**src/rtl/core/mbsp_pkg.sv**
```systemverilog
package mbsp_pkg;

    // width of every dimension, count and size in tiles
    localparam int unsigned DW = 11;
    // width of the iteration counter of the divider
    localparam int unsigned DIV_CNT_W = $clog2(DW + 1);

    // limit register widths
    localparam int unsigned ACT_LIM_W = 11;
    localparam int unsigned REB_LIM_W = 11;
    localparam int unsigned OUT_LIM_W = 13;
    localparam int unsigned SUB_LIM_W = 7;
    localparam int unsigned CFG_DATA_W = 13;
    localparam int unsigned CFG_IDX_W = 2;

    // register indexes of the configuration channel
    localparam logic [CFG_IDX_W-1:0] REG_ACT_LIMIT = 2'd0;
    localparam logic [CFG_IDX_W-1:0] REG_REB_LIMIT = 2'd1;
    localparam logic [CFG_IDX_W-1:0] REG_OUT_LIMIT = 2'd2;
    localparam logic [CFG_IDX_W-1:0] REG_SUB_LIMIT = 2'd3;

    // stream payload widths
    localparam int unsigned IN_DATA_W = 40;
    localparam int unsigned OUT_DATA_W = 56;

    // request to the shared divider
    typedef struct packed {
        logic          start;
        logic [DW-1:0] dividend;
        logic [DW-1:0] divisor;
    } div_req_t;

    // answer of the shared divider
    typedef struct packed {
        logic          done;
        logic [DW-1:0] quot;
        logic [DW-1:0] rem;
    } div_rsp_t;

endpackage

```
**src/rtl/core/mbsp_div.sv**
```systemverilog
module mbsp_div (
    input  logic               clk,
    input  logic               rst_n,
    input  mbsp_pkg::div_req_t req,
    output mbsp_pkg::div_rsp_t rsp
);

    logic                              busy_reg, busy_next;
    logic                              done_reg, done_next;
    logic [mbsp_pkg::DIV_CNT_W-1:0]    cnt_reg, cnt_next;
    logic [mbsp_pkg::DW-1:0]           rem_reg, rem_next;
    logic [mbsp_pkg::DW-1:0]           quo_reg, quo_next;
    logic [mbsp_pkg::DW-1:0]           dsr_reg, dsr_next;
    logic [mbsp_pkg::DW:0]             shifted;
    logic [mbsp_pkg::DW+1:0]           diff;

    // one restoring step: shift in the next dividend bit and try a subtract
    assign shifted = {rem_reg, quo_reg[mbsp_pkg::DW-1]};
    assign diff    = {1'b0, shifted} - {2'b00, dsr_reg};

    always_comb
    begin
        busy_next = busy_reg;
        done_next = 1'b0;
        cnt_next  = cnt_reg;
        rem_next  = rem_reg;
        quo_next  = quo_reg;
        dsr_next  = dsr_reg;
        if (req.start)
        begin
            busy_next = 1'b1;
            cnt_next  = mbsp_pkg::DIV_CNT_W'(mbsp_pkg::DW);
            rem_next  = '0;
            quo_next  = req.dividend;
            dsr_next  = req.divisor;
        end
        else if (busy_reg)
        begin
            if (diff[mbsp_pkg::DW+1])
            begin
                rem_next = shifted[mbsp_pkg::DW-1:0];
            end
            else
            begin
                rem_next = diff[mbsp_pkg::DW-1:0];
            end
            quo_next = {quo_reg[mbsp_pkg::DW-2:0], ~diff[mbsp_pkg::DW+1]};
            cnt_next = cnt_reg - 1'b1;
            if (cnt_reg == mbsp_pkg::DIV_CNT_W'(1))
            begin
                busy_next = 1'b0;
                done_next = 1'b1;
            end
        end
    end

    // control state
    always_ff @(posedge clk or negedge rst_n)
    begin
        if (!rst_n)
        begin
            busy_reg <= 1'b0;
            done_reg <= 1'b0;
            cnt_reg  <= '0;
        end
        else
        begin
            busy_reg <= busy_next;
            done_reg <= done_next;
            cnt_reg  <= cnt_next;
        end
    end

    // datapath
    always_ff @(posedge clk)
    begin
        rem_reg <= rem_next;
        quo_reg <= quo_next;
        dsr_reg <= dsr_next;
    end

    assign rsp.done = done_reg;
    assign rsp.quot = quo_reg;
    assign rsp.rem  = rem_reg;

`ifndef SYNTHESIS
    // a result comes only out of a running division
    a_done_after_busy: assert property (@(posedge clk) disable iff (!rst_n)
        done_reg |-> $past(busy_reg))
        else $error("divider result without a running division");

    // a division is never started against a zero divisor
    a_no_zero_divisor: assert property (@(posedge clk) disable iff (!rst_n)
        req.start |-> req.divisor != '0)
        else $error("divider started with zero divisor");

    // the remainder always stays below the divisor when reported
    a_rem_below_divisor: assert property (@(posedge clk) disable iff (!rst_n)
        done_reg |-> rem_reg < dsr_reg)
        else $error("divider remainder not below divisor");
`endif

endmodule

```
**src/rtl/core/matmul_block_size_planner.sv**
```systemverilog
// channel   | direction | transfer contents
// s_axis    | in        | tdata: rows_tiles, inner_tiles, cols_tiles (11 bits each)
// m_axis    | out       | tdata: row_blocks, inner_blocks, col_blocks, sub_height, sub_width
// cfg       | in        | cfg_index selects a limit register, cfg_data is its new value
//
// one shape at a time; s_axis_tready is high only while the sequencer is idle
// every divisor trial runs one division in the shared 11-bit restoring divider;
// with no search an item only passes the phase checks, and each trial divisor
// adds one division (a few thousand trials for large prime dimensions)
// a finished result waits in the output register while the next shape is taken
// rst_n clears control state and sets the limits to 25, 10, 60 and 8
module matmul_block_size_planner #(
    parameter int unsigned MAX_DIM_TILES = 1024
) (
    input  logic                                 clk,
    input  logic                                 rst_n,
    // rows_tiles [10:0], inner_tiles [21:11], cols_tiles [32:22], zero fill
    input  logic [mbsp_pkg::IN_DATA_W-1:0]       s_axis_tdata,
    input  logic                                 s_axis_tvalid,
    output logic                                 s_axis_tready,
    // row_blocks [10:0], inner_blocks [21:11], col_blocks [32:22],
    // sub_height [43:33], sub_width [54:44], zero fill
    output logic [mbsp_pkg::OUT_DATA_W-1:0]      m_axis_tdata,
    output logic                                 m_axis_tvalid,
    input  logic                                 m_axis_tready,
    input  logic                                 cfg_valid,
    output logic                                 cfg_ready,
    input  logic [mbsp_pkg::CFG_IDX_W-1:0]       cfg_index,
    input  logic [mbsp_pkg::CFG_DATA_W-1:0]      cfg_data
);

    localparam int unsigned DW = mbsp_pkg::DW;
    localparam int unsigned PW = 2 * DW;

    // sequencer states
    localparam logic [3:0] S_IDLE  = 4'd0;
    localparam logic [3:0] S_P1K   = 4'd1;
    localparam logic [3:0] S_P1M   = 4'd2;
    localparam logic [3:0] S_P2    = 4'd3;
    localparam logic [3:0] S_P3M   = 4'd4;
    localparam logic [3:0] S_P3N   = 4'd5;
    localparam logic [3:0] S_P4I   = 4'd6;
    localparam logic [3:0] S_P4    = 4'd7;
    localparam logic [3:0] S_INC   = 4'd8;
    localparam logic [3:0] S_DIVGO = 4'd9;
    localparam logic [3:0] S_DIVW  = 4'd10;
    localparam logic [3:0] S_DONE  = 4'd11;

    // which count a divisor search raises
    localparam logic [2:0] T_KB  = 3'd0;
    localparam logic [2:0] T_MB  = 3'd1;
    localparam logic [2:0] T_NB  = 3'd2;
    localparam logic [2:0] T_NSH = 3'd3;
    localparam logic [2:0] T_NSW = 3'd4;

    logic [3:0]    state_reg, state_next;
    logic [3:0]    ret_reg, ret_next;
    logic [2:0]    tgt_reg, tgt_next;
    logic          hnext_reg, hnext_next;
    logic          out_valid_reg, out_valid_next;

    logic [mbsp_pkg::ACT_LIM_W-1:0] act_lim_reg;
    logic [mbsp_pkg::REB_LIM_W-1:0] reb_lim_reg;
    logic [mbsp_pkg::OUT_LIM_W-1:0] out_lim_reg;
    logic [mbsp_pkg::SUB_LIM_W-1:0] sub_lim_reg;

    logic [DW-1:0] m_reg, m_next, k_reg, k_next, n_reg, n_next;
    logic [DW-1:0] mb_reg, mb_next, kb_reg, kb_next, nb_reg, nb_next;
    logic [DW-1:0] nsh_reg, nsh_next, nsw_reg, nsw_next;
    logic [DW-1:0] bh_reg, bh_next, bw_reg, bw_next, cw_reg, cw_next;
    logic [DW-1:0] sh_reg, sh_next, sw_reg, sw_next;
    logic [DW-1:0] dim_reg, dim_next, cnt_reg, cnt_next;
    logic [mbsp_pkg::OUT_DATA_W-1:0] out_data_reg, out_data_next;

    logic [DW-1:0] mul_a, mul_b;
    logic [PW-1:0] prod, lim;
    logic          over;

    mbsp_pkg::div_req_t div_req;
    mbsp_pkg::div_rsp_t div_rsp;

    // clamp a dimension into 1 .. MAX_DIM_TILES
    function automatic logic [DW-1:0] clamp_dim(input logic [DW-1:0] v);
        logic [DW-1:0] r;
        r = v;
        if (v == '0)
        begin
            r = DW'(1);
        end
        else if (32'(v) > 32'(MAX_DIM_TILES))
        begin
            r = DW'(MAX_DIM_TILES);
        end
        return r;
    endfunction

    // shared multiplier and limit compare
    always_comb
    begin
        mul_a = sh_reg;
        mul_b = sw_reg;
        lim   = PW'(sub_lim_reg);
        unique case (state_reg)
            S_P1K, S_P1M:
            begin
                mul_a = bw_reg;
                mul_b = bh_reg;
                lim   = PW'(act_lim_reg);
            end
            S_P3M, S_P3N:
            begin
                mul_a = bh_reg;
                mul_b = cw_reg;
                lim   = PW'(out_lim_reg);
            end
            default:
            begin
                mul_a = sh_reg;
                mul_b = sw_reg;
                lim   = PW'(sub_lim_reg);
            end
        endcase
    end

    assign prod = PW'(mul_a) * PW'(mul_b);
    assign over = prod > lim;

    // sequencer
    always_comb
    begin
        state_next     = state_reg;
        ret_next       = ret_reg;
        tgt_next       = tgt_reg;
        hnext_next     = hnext_reg;
        out_valid_next = out_valid_reg;
        m_next   = m_reg;   k_next   = k_reg;   n_next   = n_reg;
        mb_next  = mb_reg;  kb_next  = kb_reg;  nb_next  = nb_reg;
        nsh_next = nsh_reg; nsw_next = nsw_reg;
        bh_next  = bh_reg;  bw_next  = bw_reg;  cw_next  = cw_reg;
        sh_next  = sh_reg;  sw_next  = sw_reg;
        dim_next = dim_reg; cnt_next = cnt_reg;
        out_data_next = out_data_reg;
        div_req.start    = 1'b0;
        div_req.dividend = dim_reg;
        div_req.divisor  = cnt_reg;

        // output register empties on a transfer
        if (out_valid_reg && m_axis_tready)
        begin
            out_valid_next = 1'b0;
        end

        unique case (state_reg)
            S_IDLE:
            begin
                if (s_axis_tvalid)
                begin
                    m_next  = clamp_dim(s_axis_tdata[DW-1:0]);
                    k_next  = clamp_dim(s_axis_tdata[2*DW-1:DW]);
                    n_next  = clamp_dim(s_axis_tdata[3*DW-1:2*DW]);
                    bh_next = clamp_dim(s_axis_tdata[DW-1:0]);
                    bw_next = clamp_dim(s_axis_tdata[2*DW-1:DW]);
                    cw_next = clamp_dim(s_axis_tdata[3*DW-1:2*DW]);
                    mb_next = DW'(1);
                    kb_next = DW'(1);
                    nb_next = DW'(1);
                    state_next = S_P1K;
                end
            end
            // phase one: split K while the activation block is too big
            S_P1K:
            begin
                if (over && bw_reg != DW'(1) && kb_reg < k_reg)
                begin
                    dim_next = k_reg; cnt_next = kb_reg; tgt_next = T_KB;
                    ret_next = S_P1K; state_next = S_INC;
                end
                else
                begin
                    state_next = S_P1M;
                end
            end
            // phase one: then split M
            S_P1M:
            begin
                if (over && mb_reg < m_reg)
                begin
                    dim_next = m_reg; cnt_next = mb_reg; tgt_next = T_MB;
                    ret_next = S_P1M; state_next = S_INC;
                end
                else
                begin
                    state_next = S_P2;
                end
            end
            // phase two: reblock width
            S_P2:
            begin
                if (32'(cw_reg) > 32'(reb_lim_reg) && nb_reg < n_reg)
                begin
                    dim_next = n_reg; cnt_next = nb_reg; tgt_next = T_NB;
                    ret_next = S_P2; state_next = S_INC;
                end
                else
                begin
                    state_next = S_P3M;
                end
            end
            // phase three: output block, M first
            S_P3M:
            begin
                if (over && bh_reg != DW'(1) && mb_reg < m_reg)
                begin
                    dim_next = m_reg; cnt_next = mb_reg; tgt_next = T_MB;
                    ret_next = S_P3M; state_next = S_INC;
                end
                else
                begin
                    state_next = S_P3N;
                end
            end
            // phase three: then N
            S_P3N:
            begin
                if (over && nb_reg < n_reg)
                begin
                    dim_next = n_reg; cnt_next = nb_reg; tgt_next = T_NB;
                    ret_next = S_P3N; state_next = S_INC;
                end
                else
                begin
                    state_next = S_P4I;
                end
            end
            S_P4I:
            begin
                sh_next    = bh_reg;
                sw_next    = cw_reg;
                nsh_next   = DW'(1);
                nsw_next   = DW'(1);
                hnext_next = 1'b1;
                state_next = S_P4;
            end
            // phase four: alternate height and width of the subblock
            S_P4:
            begin
                if (over && (nsh_reg < bh_reg || nsw_reg < cw_reg))
                begin
                    hnext_next = ~hnext_reg;
                    if (hnext_reg)
                    begin
                        if (nsh_reg < bh_reg)
                        begin
                            dim_next = bh_reg; cnt_next = nsh_reg; tgt_next = T_NSH;
                            ret_next = S_P4; state_next = S_INC;
                        end
                    end
                    else if (nsw_reg < cw_reg)
                    begin
                        dim_next = cw_reg; cnt_next = nsw_reg; tgt_next = T_NSW;
                        ret_next = S_P4; state_next = S_INC;
                    end
                end
                else
                begin
                    state_next = S_DONE;
                end
            end
            // divisor search: next trial count
            S_INC:
            begin
                cnt_next   = cnt_reg + DW'(1);
                state_next = S_DIVGO;
            end
            S_DIVGO:
            begin
                div_req.start = 1'b1;
                state_next    = S_DIVW;
            end
            S_DIVW:
            begin
                if (div_rsp.done)
                begin
                    if (div_rsp.rem == '0)
                    begin
                        unique case (tgt_reg)
                            T_KB:
                            begin
                                kb_next = cnt_reg; bw_next = div_rsp.quot;
                            end
                            T_MB:
                            begin
                                mb_next = cnt_reg; bh_next = div_rsp.quot;
                            end
                            T_NB:
                            begin
                                nb_next = cnt_reg; cw_next = div_rsp.quot;
                            end
                            T_NSH:
                            begin
                                nsh_next = cnt_reg; sh_next = div_rsp.quot;
                            end
                            default:
                            begin
                                nsw_next = cnt_reg; sw_next = div_rsp.quot;
                            end
                        endcase
                        state_next = ret_reg;
                    end
                    else
                    begin
                        state_next = S_INC;
                    end
                end
            end
            // hand the result to the output register once it is free
            S_DONE:
            begin
                if (!out_valid_reg || m_axis_tready)
                begin
                    out_data_next  = {1'b0, sw_reg, sh_reg, nb_reg, kb_reg, mb_reg};
                    out_valid_next = 1'b1;
                    state_next     = S_IDLE;
                end
            end
            default:
            begin
                state_next = S_IDLE;
            end
        endcase
    end

    mbsp_div u_div (
        .clk   (clk),
        .rst_n (rst_n),
        .req   (div_req),
        .rsp   (div_rsp)
    );

    // control state and limit registers
    always_ff @(posedge clk or negedge rst_n)
    begin
        if (!rst_n)
        begin
            state_reg     <= S_IDLE;
            ret_reg       <= S_IDLE;
            tgt_reg       <= T_KB;
            hnext_reg     <= 1'b1;
            out_valid_reg <= 1'b0;
            act_lim_reg   <= mbsp_pkg::ACT_LIM_W'(25);
            reb_lim_reg   <= mbsp_pkg::REB_LIM_W'(10);
            out_lim_reg   <= mbsp_pkg::OUT_LIM_W'(60);
            sub_lim_reg   <= mbsp_pkg::SUB_LIM_W'(8);
        end
        else
        begin
            state_reg     <= state_next;
            ret_reg       <= ret_next;
            tgt_reg       <= tgt_next;
            hnext_reg     <= hnext_next;
            out_valid_reg <= out_valid_next;
            if (cfg_valid)
            begin
                unique case (cfg_index)
                    mbsp_pkg::REG_ACT_LIMIT:
                        act_lim_reg <= cfg_data[mbsp_pkg::ACT_LIM_W-1:0];
                    mbsp_pkg::REG_REB_LIMIT:
                        reb_lim_reg <= cfg_data[mbsp_pkg::REB_LIM_W-1:0];
                    mbsp_pkg::REG_OUT_LIMIT:
                        out_lim_reg <= cfg_data[mbsp_pkg::OUT_LIM_W-1:0];
                    default:
                        sub_lim_reg <= cfg_data[mbsp_pkg::SUB_LIM_W-1:0];
                endcase
            end
        end
    end

    // datapath registers
    always_ff @(posedge clk)
    begin
        m_reg   <= m_next;   k_reg   <= k_next;   n_reg   <= n_next;
        mb_reg  <= mb_next;  kb_reg  <= kb_next;  nb_reg  <= nb_next;
        nsh_reg <= nsh_next; nsw_reg <= nsw_next;
        bh_reg  <= bh_next;  bw_reg  <= bw_next;  cw_reg  <= cw_next;
        sh_reg  <= sh_next;  sw_reg  <= sw_next;
        dim_reg <= dim_next; cnt_reg <= cnt_next;
        out_data_reg <= out_data_next;
    end

    assign s_axis_tready = (state_reg == S_IDLE);
    assign m_axis_tvalid = out_valid_reg;
    assign m_axis_tdata  = out_data_reg;
    assign cfg_ready     = 1'b1;

`ifndef SYNTHESIS
    // block counts never pass their dimensions while a shape is worked on
    a_counts_in_range: assert property (@(posedge clk) disable iff (!rst_n)
        (state_reg != S_IDLE && state_reg != S_P1K) |->
            (kb_reg <= k_reg && mb_reg <= m_reg && nb_reg <= n_reg))
        else $error("block count beyond its dimension");

    // a divisor search starts only below its dimension
    a_search_below_dim: assert property (@(posedge clk) disable iff (!rst_n)
        state_reg == S_INC |-> cnt_reg < dim_reg)
        else $error("divisor search started at its dimension");

    // the result register is loaded only from the final state
    a_result_from_done: assert property (@(posedge clk) disable iff (!rst_n)
        $rose(out_valid_reg) |-> $past(state_reg) == S_DONE)
        else $error("result loaded outside the final state");

    // an accepted divider result is always exact for a stored count
    a_exact_store: assert property (@(posedge clk) disable iff (!rst_n)
        (state_reg == S_DIVW && div_rsp.done && div_rsp.rem == '0) |=>
            state_reg == $past(ret_reg))
        else $error("search did not return after an exact divisor");
`endif

endmodule

```
**config.mk**
```make
export PLATFORM = sky130hd
export DESIGN_NAME = matmul_block_size_planner
export DESIGN_NICKNAME = d
export VERILOG_FILES = /design/src/rtl/core/mbsp_pkg.sv /design/src/rtl/core/mbsp_div.sv /design/src/rtl/core/matmul_block_size_planner.sv
export SDC_FILE = /design/constraint.sdc
export NUM_CORES = 1
export LEC_CHECK = 0
export BUFFER_PORTS_ARGS = -buffer_cell sky130_fd_sc_hd__buf_2
export CORE_MARGIN = 3
export CORE_UTILIZATION = 56
export CTS_BUF_LIST = sky130_fd_sc_hd__clkbuf_16
export DETAILED_ROUTE_END_ITERATION = 12
export GPL_ROUTABILITY_DRIVEN = 0
export PLACE_DENSITY = 0.85
export SLEW_MARGIN = 10
export SYNTH_ARGS = -nofsm -noshare
export SYNTH_HDL_FRONTEND = slang
export SYNTH_SLANG_ARGS = --single-unit
```
**constraint.sdc**
```tcl
create_clock -name clk -period 8.8 [get_ports clk]
set_input_delay 0.88 -clock clk [delete_from_list [all_inputs] [get_ports clk]]
set_output_delay 0.88 -clock clk [all_outputs]
set_load 0.005 [all_outputs]
```
**Word level (Yosys, flattened, before mapping)**

Cells that the tools add are included.

- Add/sub/neg operators: 3
- Multiply operators: 1
- $lt $le $gt $ge: 10
- Equal/unequal tests: 38
- Muxes and demuxes: 124
- Bitwise operators: 3
- Reductions and logical operators: 44

Operators by type and width:

| operator | number |
|---|---|
| 11-bit two-way mux | 61 |
| 11-bit case mux with 2 select lines | 12 |
| 4-bit two-way mux | 24 |
| 11-bit case mux with 7 select lines | 1 |
| 11-bit case mux with 6 select lines | 1 |
| 11-bit < comparator | 5 |
| 4-bit case mux with 12 select lines | 1 |
| 11-bit zero test | 4 |
| 11-bit greater-than comparator, second input constant | 3 |
| 3-bit two-way mux | 9 |
| 13-bit case mux with 2 select lines | 1 |
| 4-bit case mux with 6 select lines | 1 |
| 22-bit greater-than comparator | 1 |
| 11-bit by 11-bit multiplier with 22-bit output | 1 |
| 11-bit by 1-bit != test with 1-bit output, second input constant | 2 |
| 2-bit != test, second input constant | 10 |
| 5-bit AND reduction | 4 |
| 3-bit case mux with 6 select lines | 1 |
| 9-bit AND reduction | 2 |
| 4-bit by 3-bit equality test with 1-bit output, second input constant | 4 |
| 4-bit equality test, second input constant | 4 |
| 2-bit AND reduction | 7 |
| 12-bit by 11-bit subtractor with 13-bit output | 1 |
| 11-bit by 1-bit adder with 11-bit output, second input constant | 1 |
| other kinds (27) | 62 |

- Register bits after elaboration: 314
- Input bits: 60
- Output and inout bits: 59
- Logic and storage cells: 254

**Longest topological paths before layout**

- Word-level depth: 9
- Depth in mapped cells: 36
- Mapped depth without buffers: 32

**Cells and area by module**

Synthesis repeated with hierarchy kept, for this count alone.

- Cell total of the unflattened synthesis: 1801
- Area, all modules: 19721.4 um2

Modules (own cells, without submodules):

| module | instances | cells each | area each (um2) | sequential area each (um2) |
|---|---|---|---|---|
| matmul_block_size_planner | 1 | 1609 | 17571.9 | 7971.4 |
| mbsp_div | 1 | 192 | 2149.6 | 1031.0 |

**Worst setup path after synthesis**

No wires, ideal clock.

- Path kind: reg-to-reg
- From: reg state_reg[1]
- To: reg cnt_reg[0], enable pin
- Library setup time: 0.408 ns
- Data arrival time: 8.271 ns
- Slack: 0.121 ns
- Cell stages (with the launch flop): 32
- Buffers on the path: 3
- Period minus slack after synthesis: 8.679 ns
- Cell sequence: dfrtp_1 -> clkbuf_1 -> inv_1 -> nand2_1 -> a21boi_1 -> nor2_1 -> clkbuf_1 -> a221oi_1 -> nor2_1 -> fa_1 -> fa_1 -> fa_1 -> fa_1 -> inv_1 -> fa_1 -> inv_1 -> ha_1 -> buf_2 -> nand4_1 -> or3_1 -> nand3_1 -> xor2_1 -> ha_1 -> nand4_1 -> nor2_1 -> o21ai_0 -> a21oi_1 -> o31ai_1 -> nand4_1 -> nor3_2 -> a21boi_2 -> nor4_1

- Longest elaborated chain between the ends: 9

RTL lines:

| element | line | source |
|---|---|---|
| start, declared | matmul_block_size_planner.sv:56 | `logic [3:0] state_reg, state_next;` |
| start signal, assigned | matmul_block_size_planner.sv:357 | `state_reg <= state_next;` |
| 4-bit by 3-bit equality test with 1-bit output (tied with other cells) | matmul_block_size_planner.sv:103, matmul_block_size_planner.sv:153 |  |
| 2-bit OR reduction | matmul_block_size_planner.sv:103 | `unique case (state_reg)` |
| 11-bit case mux with 2 select lines | matmul_block_size_planner.sv:103 |  |
| 11-bit by 11-bit multiplier with 22-bit output | matmul_block_size_planner.sv:125 | `assign prod = PW'(mul_a) * PW'(mul_b);` |
| 22-bit greater-than comparator | matmul_block_size_planner.sv:126 | `assign over = prod > lim;` |
| 1-bit logical AND (on tied branches) (2 in a row) | matmul_block_size_planner.sv:212, matmul_block_size_planner.sv:173 |  |
| 2-bit != test (no source line) | n/a |  |
| 9-bit AND reduction (no source line) (*) | n/a |  |
| end signal, assigned | matmul_block_size_planner.sv:386 | `dim_reg <= dim_next; cnt_reg <= cnt_next;` |
| end, declared | matmul_block_size_planner.sv:72 | `logic [DW-1:0] dim_reg, dim_next, cnt_reg, cnt_next;` |

Mark *: on every way between the ends. The rest lies on a longest branch, timed or not.
A chain may end at the register's enable or synchronous reset.

**Worst setup path after layout**

- From: reg state_reg[1]
- To: reg tgt_reg[2]

- Longest elaborated chain between the ends: 9

RTL lines:

| element | line | source |
|---|---|---|
| 4-bit by 3-bit equality test with 1-bit output (tied with other cells) | matmul_block_size_planner.sv:103, matmul_block_size_planner.sv:153 |  |
| 2-bit OR reduction | matmul_block_size_planner.sv:103 |  |
| 11-bit case mux with 2 select lines | matmul_block_size_planner.sv:103 |  |
| 11-bit by 11-bit multiplier with 22-bit output | matmul_block_size_planner.sv:125 |  |
| 22-bit greater-than comparator | matmul_block_size_planner.sv:126 |  |
| 1-bit logical AND (on tied branches) (2 in a row) | matmul_block_size_planner.sv:212, matmul_block_size_planner.sv:173 |  |
| 2-bit != test (no source line) | n/a |  |
| 9-bit AND reduction (no source line) | n/a |  |
| end signal, assigned | matmul_block_size_planner.sv:359 | `tgt_reg <= tgt_next;` |
| end, declared | matmul_block_size_planner.sv:58 | `logic [2:0] tgt_reg, tgt_next;` |

Several ways; a longest one is shown, not always the timed one.

==> results.sh <==
export IMPL_drv_slew=0
export IMPL_layout_drive_gt1_share_pct=16.1
export IMPL_dr_pass1_iters=8
export IMPL_cp_arrival_ps=9010
export IMPL_hold_violations=0
export IMPL_largest_reg_flops=55
export IMPL_syn_nets=2112
export IMPL_yosys_warnings=0
export IMPL_worst_pin_slew_ps=1140
export IMPL_path_clk_slew_ps=70
export IMPL_vias_per_cell=6.47
export IMPL_maxCapViolCount=0
export IMPL_io_pins=119
export IMPL_grt_max_degree=61
export IMPL_ant_nets=0
export IMPL_ys_async_sr_fraction_pct=19.2
export IMPL_vias=15749
export IMPL_drt_initial_drc_count=2181
export IMPL_path_class="reg -> reg"
export IMPL_hp_class="in -> async"
export IMPL_cts_root_buf="clkbuf_16"
export IMPL_place_hpwl_mm=40.7
export IMPL_die_h_um=193
export IMPL_stdcell_area_um2=22000
export IMPL_final_cell_mix="edfxtp_1 (242), inv_1 (217), nand2_1 (208), ha_1 (147), nor2_1 (120)"
export IMPL_die_w_um=193
export IMPL_synth_seq_area_share_pct=46.1
export IMPL_cpPeakStageDelay_ps=580
export IMPL_grt_pass1_wl_mm=86.2
export IMPL_nFillCells=2422
export IMPL_layout_commonest_cell="edfxtp_1"
export IMPL_io_buffers=109
export IMPL_finalCriticalPeriod_ps=8520
export IMPL_grt_pass1_vias=15713
export IMPL_setup_violations=0
export IMPL_timing_fmax_ghz=0.117
export IMPL_cts_sinks=313
export IMPL_core_area_um2=34000
export IMPL_h_tree_depth=1
export IMPL_clock_skew_ps=30.9
export IMPL_insertion_delay_ps=600
export IMPL_worst_path_most_repeated_cell="fa_1"
export IMPL_rows=67
export IMPL_synth_avg_cell_area_um2=10.7
export IMPL_drc=0
export IMPL_track_usage_pct=30.1
export IMPL_antenna_found_initial=1
export IMPL_crit_fanout=17
export IMPL_globalRouteOverflowTotal=0
export IMPL_syn_to_final_growth_pct=12.7
export IMPL_synthCells=1823
export IMPL_postPlaceCellArea_um2=20900
export IMPL_syn_area_um2=19500
export IMPL_fin_nets=2248
export IMPL_slowest_stage="or4_4"
export IMPL_tritoncts_num_buffers=31
export IMPL_crit_path_start_kind="register"
export IMPL_detail_route_wl_per_cell_um=22.7
export IMPL_cts_tree="built"
export IMPL_dieArea_um2=37100
export IMPL_crit_required_ps=9280
export IMPL_clockBufferDepth=3
export IMPL_status="finished, final reports clean"
export IMPL_slew_headroom_pct=23.7
export IMPL_fin_crit_sh_pct=96.9
export IMPL_wl_mm=55.3
export IMPL_cts_hold_buf=0
export IMPL_synth_edff_count=242
export IMPL_cp_end_kind="register"
export IMPL_synthFlopType="edfxtp_1"
export IMPL_initial_core_util_pct=57.5
export IMPL_ys_types=80
export IMPL_ys_ff_latch=313
## stage by stage
step | utilization [%] | instances | setup TNS [ps] | hold WS [ps] | worst slack [ps]
after global routing | 64.8 | 2432 | -0.118 | 478 | -0.118
after detailed placement | 61.5 | 2373 | -102 | 457 | -10.1
after CTS | 64.6 | 2431 | 0 | 467 | 11.2
final | 64.8 | 2433 | 0 | 455 | 276
after global placement | 61.5 | 2373 | 0 | 445 | 196
after floorplan | - | 1823 | 0 | 426 | 121
## cell usage after synthesis, drive strengths merged, types with 7 or more instances
cell type	count	area, um2
and2	7	43.8
buf	14	70.1
dfxtp	11	220
nor4	13	81.3
a21boi	7	56.3
nor3	33	170
nand2b	23	144
fa	81	1620
xor2	11	96.3
nand4	13	81.3
clkbuf	55	206
ha	148	1850
a211oi	15	113
a31oi	8	50.1
o211ai	8	65.1
inv	216	811
edfxtp	242	7270
and3	15	95.1
nand3	31	155
a21oi	81	409
nor2b	36	225
a21o	19	143
a22oi	13	97.6
dfstp	11	289
nor2	125	469
a221o	25	250
nand2	209	785
mux2	45	514
o21ai	94	470
xnor2	17	149
mux2i	37	370
dfrtp	49	1230
a22o	15	131
a221oi	20	175
or2	11	71.3
## repair_timing
item / in CTS / in global routing
resized for setup: 1 / 12
cloned: 0 / 0
setup endpoints to repair: 11 / 32
pin swaps: 0 / 1
setup buffers: 0 / 1
## final cells by class
type,count,area [um2],area share (%)
inverters,216,815,3.70
clock buffers,32,801,3.64
flip-flops and latches,313,9000,40.9
diodes,1,2.50,0.0114
clock inverters,26,245,1.12
well taps,448,561,2.55
repair buffers,172,1050,4.76
multi-input cells,1225,9510,43.3
## layer usage
| layer | up-vias | GRT usage, % | share of wire [%] |
|---|---|---|---|
| met5 | - | 0 | 0 |
| met2 | 1193 | 48.3 | 46 |
| met1 | 7551 | 38.8 | 36 |
| met3 | 286 | 7.63 | 12 |
| li1 | 6719 | - | - |
| met4 | 0 | 13.2 | 5.6 |
## critical path: cells and delay by family, from the launching register on
kind            cells  cell delay, ps
simple gates       11            2040
mux                 1             290
fa+ha+maj           7            3320
compound gates      6            1330
flops               1             480
xor+xnor            1             100
buf+inv             7             840
## cells by family (layout without fill, tap and decap cells)
kind of cell	Yosys count	after routing	share of synthesized area (%)
AO/OA/AOI/OAI	345	345	11.8
adder cells (fa/ha/maj)	229	229	17.8
AND/OR/NAND/NOR	539	539	12.8
multiplexers	82	82	4.53
buffers and inverters	285	446	5.57
flip-flops	313	313	46.1
other	2	3	0.0385
XOR/XNOR	28	28	1.26
## final timing paths
path                                     startpoint                          to  slack, ps  cells after the start
setup / recovery           state_reg[1]$_DFFE_PN0P_      tgt_reg[2]$_DFFE_PN0P_        280                     33
hold / removal                                rst_n    state_reg[2]$_DFFE_PN0P_        450                      2
setup reg to reg           state_reg[1]$_DFFE_PN0P_      tgt_reg[2]$_DFFE_PN0P_        280                     33
hold reg to reg                 sh_reg[9]$_DFFE_PP_  m_axis_tdata[42]$_DFFE_PP_        480                      0
max in group asynchronous                     rst_n  act_lim_reg[2]$_DFFE_PN0P_       7790                      2
min in group clk                sh_reg[9]$_DFFE_PP_  m_axis_tdata[42]$_DFFE_PP_        480                      0
Power is not shown: default switching activity piles up to over one toggle a cycle in this logic, so the estimate is an artifact.
